**config.mk**
```make
export PLATFORM = sky130hd
export DESIGN_NAME = sgm_path_cost_aggregation_top
export DESIGN_NICKNAME = d
export VERILOG_FILES = /design/src/sv/sgm_pca_pkg.sv /design/src/sv/sgm_path_cost_aggregation_top.sv
export SDC_FILE = /design/constraint.sdc
export NUM_CORES = 2
export LEC_CHECK = 0
export BUFFER_PORTS_ARGS = -buffer_cell sky130_fd_sc_hd__buf_2
export CAP_MARGIN = 20
export CELL_PAD_IN_SITES_DETAIL_PLACEMENT = 1
export CELL_PAD_IN_SITES_GLOBAL_PLACEMENT = 1
export CORE_MARGIN = 1.5
export CORE_UTILIZATION = 50
export DETAILED_ROUTE_END_ITERATION = 8
export PLACE_DENSITY_LB_ADDON = 0.1
export SLEW_MARGIN = 40
export SYNTH_ARGS = -nofsm -noshare
export SYNTH_HDL_FRONTEND = slang
export SYNTH_SLANG_ARGS = --single-unit
```
**constraint.sdc**
```tcl
create_clock -name i_clk -period 34.4 [get_ports i_clk]
set_clock_uncertainty 0.05 [all_clocks]
set_input_delay 3.44 -clock i_clk [delete_from_list [all_inputs] [get_ports i_clk]]
set_output_delay 3.44 -clock i_clk [all_outputs]
set_load 0.01 [all_outputs]
```
**src/sv/sgm_pca_pkg.sv**
```systemverilog
// Shared definitions for the semi-global matching path cost aggregation block.
// Holds default sizes, register reset values and configuration register indexes.
// Used by the top level and by its port checker.
package sgm_pca_pkg;

    localparam int MAX_DISPARITIES_DEF = 128;
    localparam int COST_BITS_DEF       = 20;

    localparam int CFG_INDEX_W = 2;
    localparam int CFG_DATA_W  = 8;
    localparam int PEN_W       = 8;
    localparam int UNARY_W     = 8;
    localparam int INDEX_W     = 7;

    localparam logic [PEN_W-1:0] SMALL_PENALTY_RST   = 8'd5;
    localparam logic [PEN_W-1:0] LARGE_PENALTY_RST   = 8'd60;
    localparam logic [PEN_W-1:0] DISPARITY_COUNT_RST = 8'd81;

    typedef enum logic [CFG_INDEX_W-1:0] {
        CFG_SMALL_PENALTY   = 2'd0,
        CFG_LARGE_PENALTY   = 2'd1,
        CFG_DISPARITY_COUNT = 2'd2
    } t_cfg_index;

endpackage

```
**src/sv/sgm_path_cost_aggregation_top.sv**
```systemverilog
// Path cost aggregation along one scan path for semi-global matching.
// Depends on sgm_pca_pkg for sizes, reset values and register indexes.
// Holds the cost line memory, the aggregation datapath and the output register.

// The block takes one matching cost word per cycle when it is not stalled, disparities 0
// to D-1 of each pixel in order. For each accepted word it offers one path cost word,
// which passes through the aggregation stage register and then the output register, where
// it waits while the output side is stalled. The sustained rate is one word per clock
// when no stall holds the flow. It is set by the cost line memory, which gives two reads
// (disparities d and d+1 of the previous pixel) and takes one write (the new cost at d)
// per cycle; the d-1 neighbor is kept in a register. The memory holds the previous
// pixel's costs and is overwritten in place as the current pixel is built, so no copy
// happens at a pixel boundary. Its contents are undefined after reset: the first pixel
// of a path must be marked as a path start. The user must write the configuration
// registers only while no word is in flight; the block itself does not enforce this.
module sgm_path_cost_aggregation_top #(
    parameter int MAX_DISPARITIES = sgm_pca_pkg::MAX_DISPARITIES_DEF,
    parameter int COST_BITS       = sgm_pca_pkg::COST_BITS_DEF
) (
    input  logic                                i_clk,
    input  logic                                i_rst_n,
    input  logic                                i_cfg_we,
    input  logic [sgm_pca_pkg::CFG_INDEX_W-1:0] i_cfg_index,
    input  logic [sgm_pca_pkg::CFG_DATA_W-1:0]  i_cfg_data,
    input  logic                                i_valid,
    output logic                                o_stall,
    input  logic [sgm_pca_pkg::UNARY_W-1:0]     i_unary_cost,
    input  logic                                i_path_start,
    output logic                                o_valid,
    input  logic                                i_stall,
    output logic [COST_BITS-1:0]                o_path_cost,
    output logic [sgm_pca_pkg::INDEX_W-1:0]     o_disparity_index,
    output logic                                o_last_disparity
);

    localparam int DW = $clog2(MAX_DISPARITIES);
    localparam int LW = $clog2(MAX_DISPARITIES + 1);
    localparam int CW = (LW > sgm_pca_pkg::PEN_W) ? LW : sgm_pca_pkg::PEN_W;
    localparam int C  = COST_BITS;

    localparam logic [C-1:0]  COST_MAX = '1;
    localparam logic [CW-1:0] LEVELS_MIN = CW'(2);
    localparam logic [CW-1:0] LEVELS_MAX = CW'(MAX_DISPARITIES);
    localparam logic [DW-1:0] D_TOP = DW'(MAX_DISPARITIES - 1);

    // Configuration registers.
    logic [sgm_pca_pkg::PEN_W-1:0] r_small_pen;
    logic [sgm_pca_pkg::PEN_W-1:0] r_large_pen;
    logic [sgm_pca_pkg::PEN_W-1:0] r_disp_count;

    // Disparity of the next word.
    logic [DW-1:0] r_cnt;
    logic [DW-1:0] n_cnt;

    // Aggregation stage.
    logic                            r_s1_v;
    logic [sgm_pca_pkg::UNARY_W-1:0] r_s1_unary;
    logic                            r_s1_start;
    logic [DW-1:0]                   r_s1_d;
    logic                            r_s1_last;

    // Previous pixel costs around the current disparity.
    logic [C-1:0] r_pm;
    logic [C-1:0] r_m0;
    logic [C-1:0] r_m1;
    logic         r_byp0;
    logic         r_byp1;
    logic [C-1:0] r_byp_data;

    logic [C-1:0] r_prev_min;
    logic [C-1:0] r_run_min;

    // Output register.
    logic          r_o_v;
    logic [C-1:0]  r_o_cost;
    logic [DW-1:0] r_o_d;
    logic          r_o_last;

    logic [C-1:0] mem [MAX_DISPARITIES];

    logic          out_ready;
    logic          s1_adv;
    logic          in_acc;
    logic [CW-1:0] count_ext;
    logic [CW-1:0] levels;
    logic          cnt_last;
    logic [DW-1:0] rd_addr0;
    logic [DW-1:0] rd_addr1;
    logic [C-1:0]  p0;
    logic [C-1:0]  pn;
    logic [C:0]    c_same;
    logic [C:0]    c_jump;
    logic [C:0]    c_lo;
    logic [C:0]    c_hi;
    logic [C:0]    best_a;
    logic [C:0]    best_b;
    logic [C:0]    best;
    logic [C+1:0]  sum;
    logic [C-1:0]  cost;
    logic [C-1:0]  run_min_next;

    assign out_ready = !r_o_v || !i_stall;
    assign s1_adv    = r_s1_v && out_ready;
    assign o_stall   = r_s1_v && !out_ready;
    assign in_acc    = i_valid && !o_stall;

    // Levels in use, clamped to the supported range.
    always_comb begin
        count_ext = CW'(r_disp_count);
        if (count_ext < LEVELS_MIN) begin
            levels = LEVELS_MIN;
        end else if (count_ext > LEVELS_MAX) begin
            levels = LEVELS_MAX;
        end else begin
            levels = count_ext;
        end
        cnt_last = CW'(r_cnt) >= (levels - CW'(1));
        n_cnt    = cnt_last ? '0 : r_cnt + DW'(1);
        rd_addr0 = r_cnt;
        rd_addr1 = (r_cnt == D_TOP) ? r_cnt : r_cnt + DW'(1);
    end

    // A cost written in the same cycle as the read is taken from the bypass.
    assign p0 = r_byp0 ? r_byp_data : r_m0;
    assign pn = r_byp1 ? r_byp_data : r_m1;

    always_comb begin
        c_same = {1'b0, p0};
        c_jump = {1'b0, r_prev_min} + (C+1)'(r_large_pen);
        c_lo   = (r_s1_d != '0) ? {1'b0, r_pm} + (C+1)'(r_small_pen) : '1;
        c_hi   = !r_s1_last ? {1'b0, pn} + (C+1)'(r_small_pen) : '1;
        best_a = (c_same < c_jump) ? c_same : c_jump;
        best_b = (c_lo < c_hi) ? c_lo : c_hi;
        best   = (best_a < best_b) ? best_a : best_b;
        if (r_s1_start) begin
            sum = (C+2)'(r_s1_unary);
        end else begin
            sum = (C+2)'(r_s1_unary) + {1'b0, best};
        end
        cost = (sum > (C+2)'(COST_MAX)) ? COST_MAX : sum[C-1:0];
        run_min_next = (cost < r_run_min) ? cost : r_run_min;
    end

    always_ff @(posedge i_clk) begin
        if (!i_rst_n) begin
            r_small_pen  <= sgm_pca_pkg::SMALL_PENALTY_RST;
            r_large_pen  <= sgm_pca_pkg::LARGE_PENALTY_RST;
            r_disp_count <= sgm_pca_pkg::DISPARITY_COUNT_RST;
        end else if (i_cfg_we) begin
            case (sgm_pca_pkg::t_cfg_index'(i_cfg_index))
                sgm_pca_pkg::CFG_SMALL_PENALTY:   r_small_pen  <= i_cfg_data;
                sgm_pca_pkg::CFG_LARGE_PENALTY:   r_large_pen  <= i_cfg_data;
                sgm_pca_pkg::CFG_DISPARITY_COUNT: r_disp_count <= i_cfg_data;
                default: begin
                end
            endcase
        end
    end

    always_ff @(posedge i_clk) begin
        if (!i_rst_n) begin
            r_cnt      <= '0;
            r_s1_v     <= 1'b0;
            r_prev_min <= '0;
            r_run_min  <= COST_MAX;
            r_o_v      <= 1'b0;
        end else begin
            if (in_acc) begin
                r_cnt <= n_cnt;
            end
            if (in_acc) begin
                r_s1_v <= 1'b1;
            end else if (s1_adv) begin
                r_s1_v <= 1'b0;
            end
            if (s1_adv) begin
                if (r_s1_last) begin
                    r_prev_min <= run_min_next;
                    r_run_min  <= COST_MAX;
                end else begin
                    r_run_min  <= run_min_next;
                end
            end
            if (out_ready) begin
                r_o_v <= r_s1_v;
            end
        end
    end

    always_ff @(posedge i_clk) begin
        if (in_acc) begin
            r_s1_unary <= i_unary_cost;
            r_s1_start <= i_path_start;
            r_s1_d     <= r_cnt;
            r_s1_last  <= cnt_last;
            // The center cost of the previous word is the lower neighbor of this one.
            r_pm       <= p0;
            r_byp0     <= s1_adv && (r_s1_d == rd_addr0);
            r_byp1     <= s1_adv && (r_s1_d == rd_addr1);
            r_byp_data <= cost;
        end
        if (s1_adv) begin
            r_o_cost <= cost;
            r_o_d    <= r_s1_d;
            r_o_last <= r_s1_last;
        end
    end

    // Cost line memory: one write and two reads per cycle.
    always_ff @(posedge i_clk) begin
        if (s1_adv) begin
            mem[r_s1_d] <= cost;
        end
        if (in_acc) begin
            r_m0 <= mem[rd_addr0];
            r_m1 <= mem[rd_addr1];
        end
    end

    assign o_valid           = r_o_v;
    assign o_path_cost       = r_o_cost;
    assign o_disparity_index = sgm_pca_pkg::INDEX_W'(r_o_d);
    assign o_last_disparity  = r_o_last;

endmodule

```
Word level (Yosys, flattened, before mapping)
Memories as Yosys holds them, arrays and structs flattened. A register that Yosys moved wholly into a read port is not among the register bits. Index checks and enable logic that the tools add are counted.

Register bits: 160. Output and inout port bits: 30. Bits of input ports: 24. Memories: 1. RAM bits: 2560. Logic and storage cells: 75.

Memories: mem (words 128, width 20, read ports 2, clocked after Yosys merged registers in 2, write ports 1, RTL line sgm_path_cost_aggregation_top.sv:79) `logic [C-1:0] mem [MAX_DISPARITIES];`.

Reduce and logical (&&, ||, !) cells: 17. Add/sub/neg operators: 6. Muxes and demuxes: 19. Magnitude comparators: 8. Equality and inequality tests: 5.

Operators by type and width (number): $mux 21 (5); $mux 20 (5); $add 20x8->21 (3); $lt 21x21->1 (2); $add 8x21->22 (1); $gt 22x20->1 const B (1); $mux 22 (1); $lt 20x21->1 (1); $lt 20x20->1 (1); $mux 8 (2); $eq 7x7->1 (2); $mux 7 (2); $ge 7x8->1 (1); $gt 8x8->1 const B (1); $lt 8x2->1 const B (1); $reduce_and 2->1 (4); $sub 8x1->8 const B (1); $add 7x1->7 const B (1); $eq 7x7->1 const B (1); $reduce_bool 7->1 (1); $logic_and 1x1->1 (5); $logic_not 1->1 (4); $mux 1 (4); $eq 2x1->1 const B (1); other kinds (4) (4).

Depth between registers and ports, before layout
Depth after elaboration: 14. Gate-level depth with buffers: 70. Gate-level depth less buffers: 58.

Worst setup path before layout
No wires, ideal clock.

Path kind: flip-flop to flip-flop. From: register r_byp1. To: register r_prev_min[13]. Buffers on the path: 11. Cell stages (with the launch flop): 66. Clock period less this slack: 17.444 ns. Library setup time: 0.094 ns. Path slack: 16.956 ns. Arrival: 17.300 ns. Cell sequence: edfxtp_1 -> buf_2 -> buf_1 -> buf_1 -> buf_1 -> mux2_2 -> ha_1 -> fa_1 -> a21o_1 -> a41o_1 -> o31a_1 -> o21ai_0 -> xnor2_1 -> nand2_1 -> inv_1 -> ha_1 -> nand4_1 -> a211oi_1 -> (+30 left out) -> nor2_1 -> a21o_1 -> buf_2 -> a2bb2oi_1 -> ha_1 -> nor2b_1 -> o21ai_0 -> nand2b_1 -> a21oi_1 -> nor2b_1 -> o21ai_0 -> nand2b_1 -> a21oi_1 -> o21ai_0 -> a21oi_1 -> clkbuf_1 -> nand3_1 -> o211ai_1.

Word-level cells in the longest chain between the ends: 13.

RTL lines: from (decl) (RTL line sgm_path_cost_aggregation_top.sv:67) `logic r_byp1;`; from (signal assigned) (RTL line sgm_path_cost_aggregation_top.sv:199) `r_byp1 <= s1_adv && (r_s1_d == rd_addr1);`; $mux 20 (*) (RTL line sgm_path_cost_aggregation_top.sv:125) `assign pn = r_byp1 ? r_byp_data : r_m1;`; $add 20x8->21 (*) (RTL line sgm_path_cost_aggregation_top.sv:131) `c_hi = !r_s1_last ? {1'b0, pn} + (C+1)'(r_small_pen) : '1;`; $mux 21 (*) (RTL line sgm_path_cost_aggregation_top.sv:131); $lt 21x21->1 (RTL line sgm_path_cost_aggregation_top.sv:133) `best_b = (c_lo < c_hi) ? c_lo : c_hi;`; $mux 21 (*) (RTL line sgm_path_cost_aggregation_top.sv:133); $lt 21x21->1 (RTL line sgm_path_cost_aggregation_top.sv:134) `best = (best_a < best_b) ? best_a : best_b;`; $mux 21 (*) (RTL line sgm_path_cost_aggregation_top.sv:134); $add 8x21->22 (*) (RTL line sgm_path_cost_aggregation_top.sv:138) `sum = (C+2)'(r_s1_unary) + {1'b0, best};`; $mux 22 (*) (RTL line sgm_path_cost_aggregation_top.sv:135) `if (r_s1_start) begin`; $gt 22x20->1 (RTL line sgm_path_cost_aggregation_top.sv:140) `cost = (sum > (C+2)'(COST_MAX)) ? COST_MAX : sum[C-1:0];`; $mux 20 (*) (RTL line sgm_path_cost_aggregation_top.sv:140); net cost[6] (RTL line sgm_path_cost_aggregation_top.sv:99) `logic [C-1:0] cost;`; $lt 20x20->1 (*) (RTL line sgm_path_cost_aggregation_top.sv:141) `run_min_next = (cost < r_run_min) ? cost : r_run_min;`; $mux 20 (*) (RTL line sgm_path_cost_aggregation_top.sv:141); to (signal assigned) (RTL line sgm_path_cost_aggregation_top.sv:178) `r_prev_min <= run_min_next;`; to (decl) (RTL line sgm_path_cost_aggregation_top.sv:70) `logic [C-1:0] r_prev_min;`.

The timed path passes the listed nets; every way through them passes the cells marked *. A chain may end at the register's enable or synchronous reset.

Final worst setup path
From: register r_byp1. To: register r_prev_min[19].

Same word-level chain as after synthesis.

==> key figures <==
Run status
  • Status: completed

Synth
  • Async SR Flop Fraction: 0%
  • Cell area after synthesis: 0.133 mm^2
  • Sequential cell area fraction in the yosys report: 61.9%
  • Register bit count reported by yosys: 2,760
  • Gate Count Post-Synth: 6,964
  • Post-Syn Area per Cell: 19.1 um^2
  • Post-synth EDFFs: 2,687
  • Synth Net Count: 7,109
  • Most common flop cell mapped by yosys: edfxtp_1
  • Synth warn: 0
  • Yosys cell types: 93

Global route
  • Largest net degree at the start of global routing: 112
  • Number of global-route vias before repair: 79,339
  • First-pass GRT wire length: 631,000 um
  • Tot GR Track Use: 33.6%
  • Initial antenna violation count: 42
  • Gr ovfl total: 0

CTS
  • H-tree depth: 5
  • Clock Latency Late Sink: 0.92 ns
  • Total clock sinks: 2,760
  • Postcts setup bufs: 0
  • Hold_buf cts: 0
  • CTS tree: done
  • Clock Pin Slew Worst Setup and Hold Paths: 0.06 ns
  • Root Buffer: clkbuf_16
  • TritonCTS Buffers: 304
  • Longest Clk Path Bufs: 4
  • Resized cells post-CTS: 0

STA
  • Worst Max-Slew Pin Slew: 0.972 ns
  • Slew headroom: 35.2%
  • Final hold violations: 0
  • Peak Freq: 65.8 MHz
  • Min cycle time layout: 15.20 ns
  • RSZ-0062 raised after global routing: false
  • Fin crit share: 44.2%
  • Setup tns final: 0 ns
  • Max-slew violation count: 0
  • Setup-failing EPs final: 0

Die
  • Starting Density: 50.4%
  • Cell row count: 188
  • Die Area: 0.269 mm^2
  • I/O pins: 54
  • Die X-Extent: 518 um
  • Die height: 518 um
  • CORE AREA: 0.263 mm^2

Placement
  • Placed Area: 0.139 mm^2
  • Placer Congestion: 0.943
  • Dpl hpwl: 283,000 um
  • IO buf count: 53

Layout
  • Fin nets: 7,214
  • Most frequent cells in the layout: 2,687 x edfxtp_1, 1,480 x mux4_2, 313 x clkbuf_16, 301 x a211oi_1, 229 x buf_4
  • Commonest non-fill, non-tap cell in the layout: edfxtp_1
  • Area delta synth->final: 11.7%
  • Fraction of layout cells with a size suffix above 1: 34.6%
  • Finished layout cell area: 0.148 mm^2
  • Filler instances: 22,582

Drt
  • DR vias/cell: 7.20
  • Post-DRT Antenna Nets: 0
  • Avg WL per Cell: 41.6 um
  • Routed WL: 451,000 um
  • Initial DRC count: 10,196
  • # DRC: 0
  • Routed vias: 78,050
  • Drt first pass iters: 5

Run
  • Max-Cap Viols: 0

Worst setup path
  • Worst EP required: 35.17 ns
  • Max stage delay cell, worst path: a21oi_4
  • CP Buf/Inv Count: 6
  • Most Frequent Cell on Critical Path: o21ai_0
  • Crit path capture type: flop
  • CP top delay family: compound AO/OA/AOI/OAI gates
  • Max Fanout on Critical Path: 70
  • Setup Crit Path Kind: reg -> reg
  • Crit path arrival time: 15.97 ns
  • Critical Path Max Stage Delay: 0.64 ns
  • Worst setup SP type: flop

Hold path
  • HP Class: reg -> reg

Power
  • VDD IR-drop max: 0.0470 mV
  • Pwr dens: 57.6 mW/mm^2
  • P_leak: 46.0 nW
## per-layer routing
layer | part of all wire (%) | vias to the layer above | track usage, %
li1 | - | 30119 | -
met4 | 5.2 | 26 | 14.9
met2 | 47 | 4445 | 51.7
met3 | 10 | 824 | 7.47
met1 | 38 | 42636 | 46.2
met5 | 0.038 | - | 0
## cells in the mapped netlist (73+ instances only)
master | n | share of area, %
clkbuf_1 | 403 | 1.1
a21oi_1 | 219 | 0.83
nor2_1 | 212 | 0.60
edfxtp_1 | 2687 | 61
a211oi_1 | 320 | 1.8
nand2_1 | 137 | 0.39
o21ai_0 | 82 | 0.31
dfxtp_1 | 73 | 1.1
nor2b_1 | 195 | 0.92
mux4_2 | 1480 | 25
buf_1 | 96 | 0.27
ha_1 | 117 | 1.1
mux2i_1 | 219 | 1.7
## flip-flops by register name (all words and copies together), names as in the netlist, 7 cells and up
register and cells:
r_cnt 7, count_ext 8, o_disparity_index 7, r_s1_d 7
r_run_min 20, r_m1 20, r_m0 20, r_small_pen 8
r_s1_unary 8, r_large_pen 8, r_pm 20, r_byp_data 20
mem 2560, r_prev_min 20, o_path_cost 20
## final timing paths
| path | slack, ns | endpoint | cells after the start | startpoint |
|---|---|---|---|---|
| worst max-delay path | 19.20 | r_prev_min[19]$_SDFFE_PN0P_ | 58 | r_byp1$_DFFE_PP_ |
| worst min-delay path | 0.46 | r_run_min[10]$_SDFFE_PN1P_ | 2 | r_run_min[10]$_SDFFE_PN1P_ |
| worst max register to register | 19.20 | r_prev_min[19]$_SDFFE_PN0P_ | 58 | r_byp1$_DFFE_PP_ |
| worst min register to register | 0.46 | r_run_min[10]$_SDFFE_PN1P_ | 2 | r_run_min[10]$_SDFFE_PN1P_ |
## power breakdown
group	leakage, nW	internal [mW]	switching, mW
logic	16.4	0.439	0.910
clock network	4.64	1.79	1.39
registers	25.0	3.98	0.0312
total	46.0	6.21	2.33
## worst reg2reg max path: cells and delay by family (launching register included)
kind / cells / cell delay, ns
mux: 1 / 0.41
fa+ha+maj: 7 / 2.43
flops: 1 / 0.32
buf+inv: 6 / 1.54
simple gates: 13 / 2.45
compound gates: 30 / 7.74
xor+xnor: 1 / 0.17
## per-stage QoR
stage	util, %	setup slack, ns	power [mW]	instances	hold WS, ns
CTS	56.2	19.05	8.56	10823	0.463
finish	56.3	19.20	8.54	10845	0.461
global placement	52.5	18.94	5.37	10261	0.431
floorplan	-	16.96	4.89	6964	0.371
global route	56.3	18.02	8.74	10833	0.474
detailed placement	52.6	19.13	5.41	10272	0.448
## cell families after synthesis
logic type                 count (synthesis)  share of synthesized area, %
AOI/OAI and AO/OA                        863                          4.43
xor gates and xnor gates                  75                         0.495
adders and majority gates                122                          1.17
buffers and inverters                    616                          1.81
DFF                                     2760                          61.9
muxes                                   1750                          27.2
other                                      1                       0.00283
and+or+nand+nor                          777                          2.99
## area by class of cell
| class | instances | area, um^2 | share of cell area [%] |
|---|---|---|---|
| antenna | 16 | 40.0 | 0.0270 |
| tap | 3515 | 4400 | 2.97 |
| timing repair buffer | 341 | 2960 | 2.00 |
| clock inverter | 168 | 1350 | 0.909 |
| sequential | 2760 | 82200 | 55.4 |
| clock buffer | 383 | 8120 | 5.47 |
| inverter | 74 | 308 | 0.208 |
| multi-input combinational | 3588 | 49000 | 33.0 |
No activity file was read; power rests on OpenSTA's default activity.
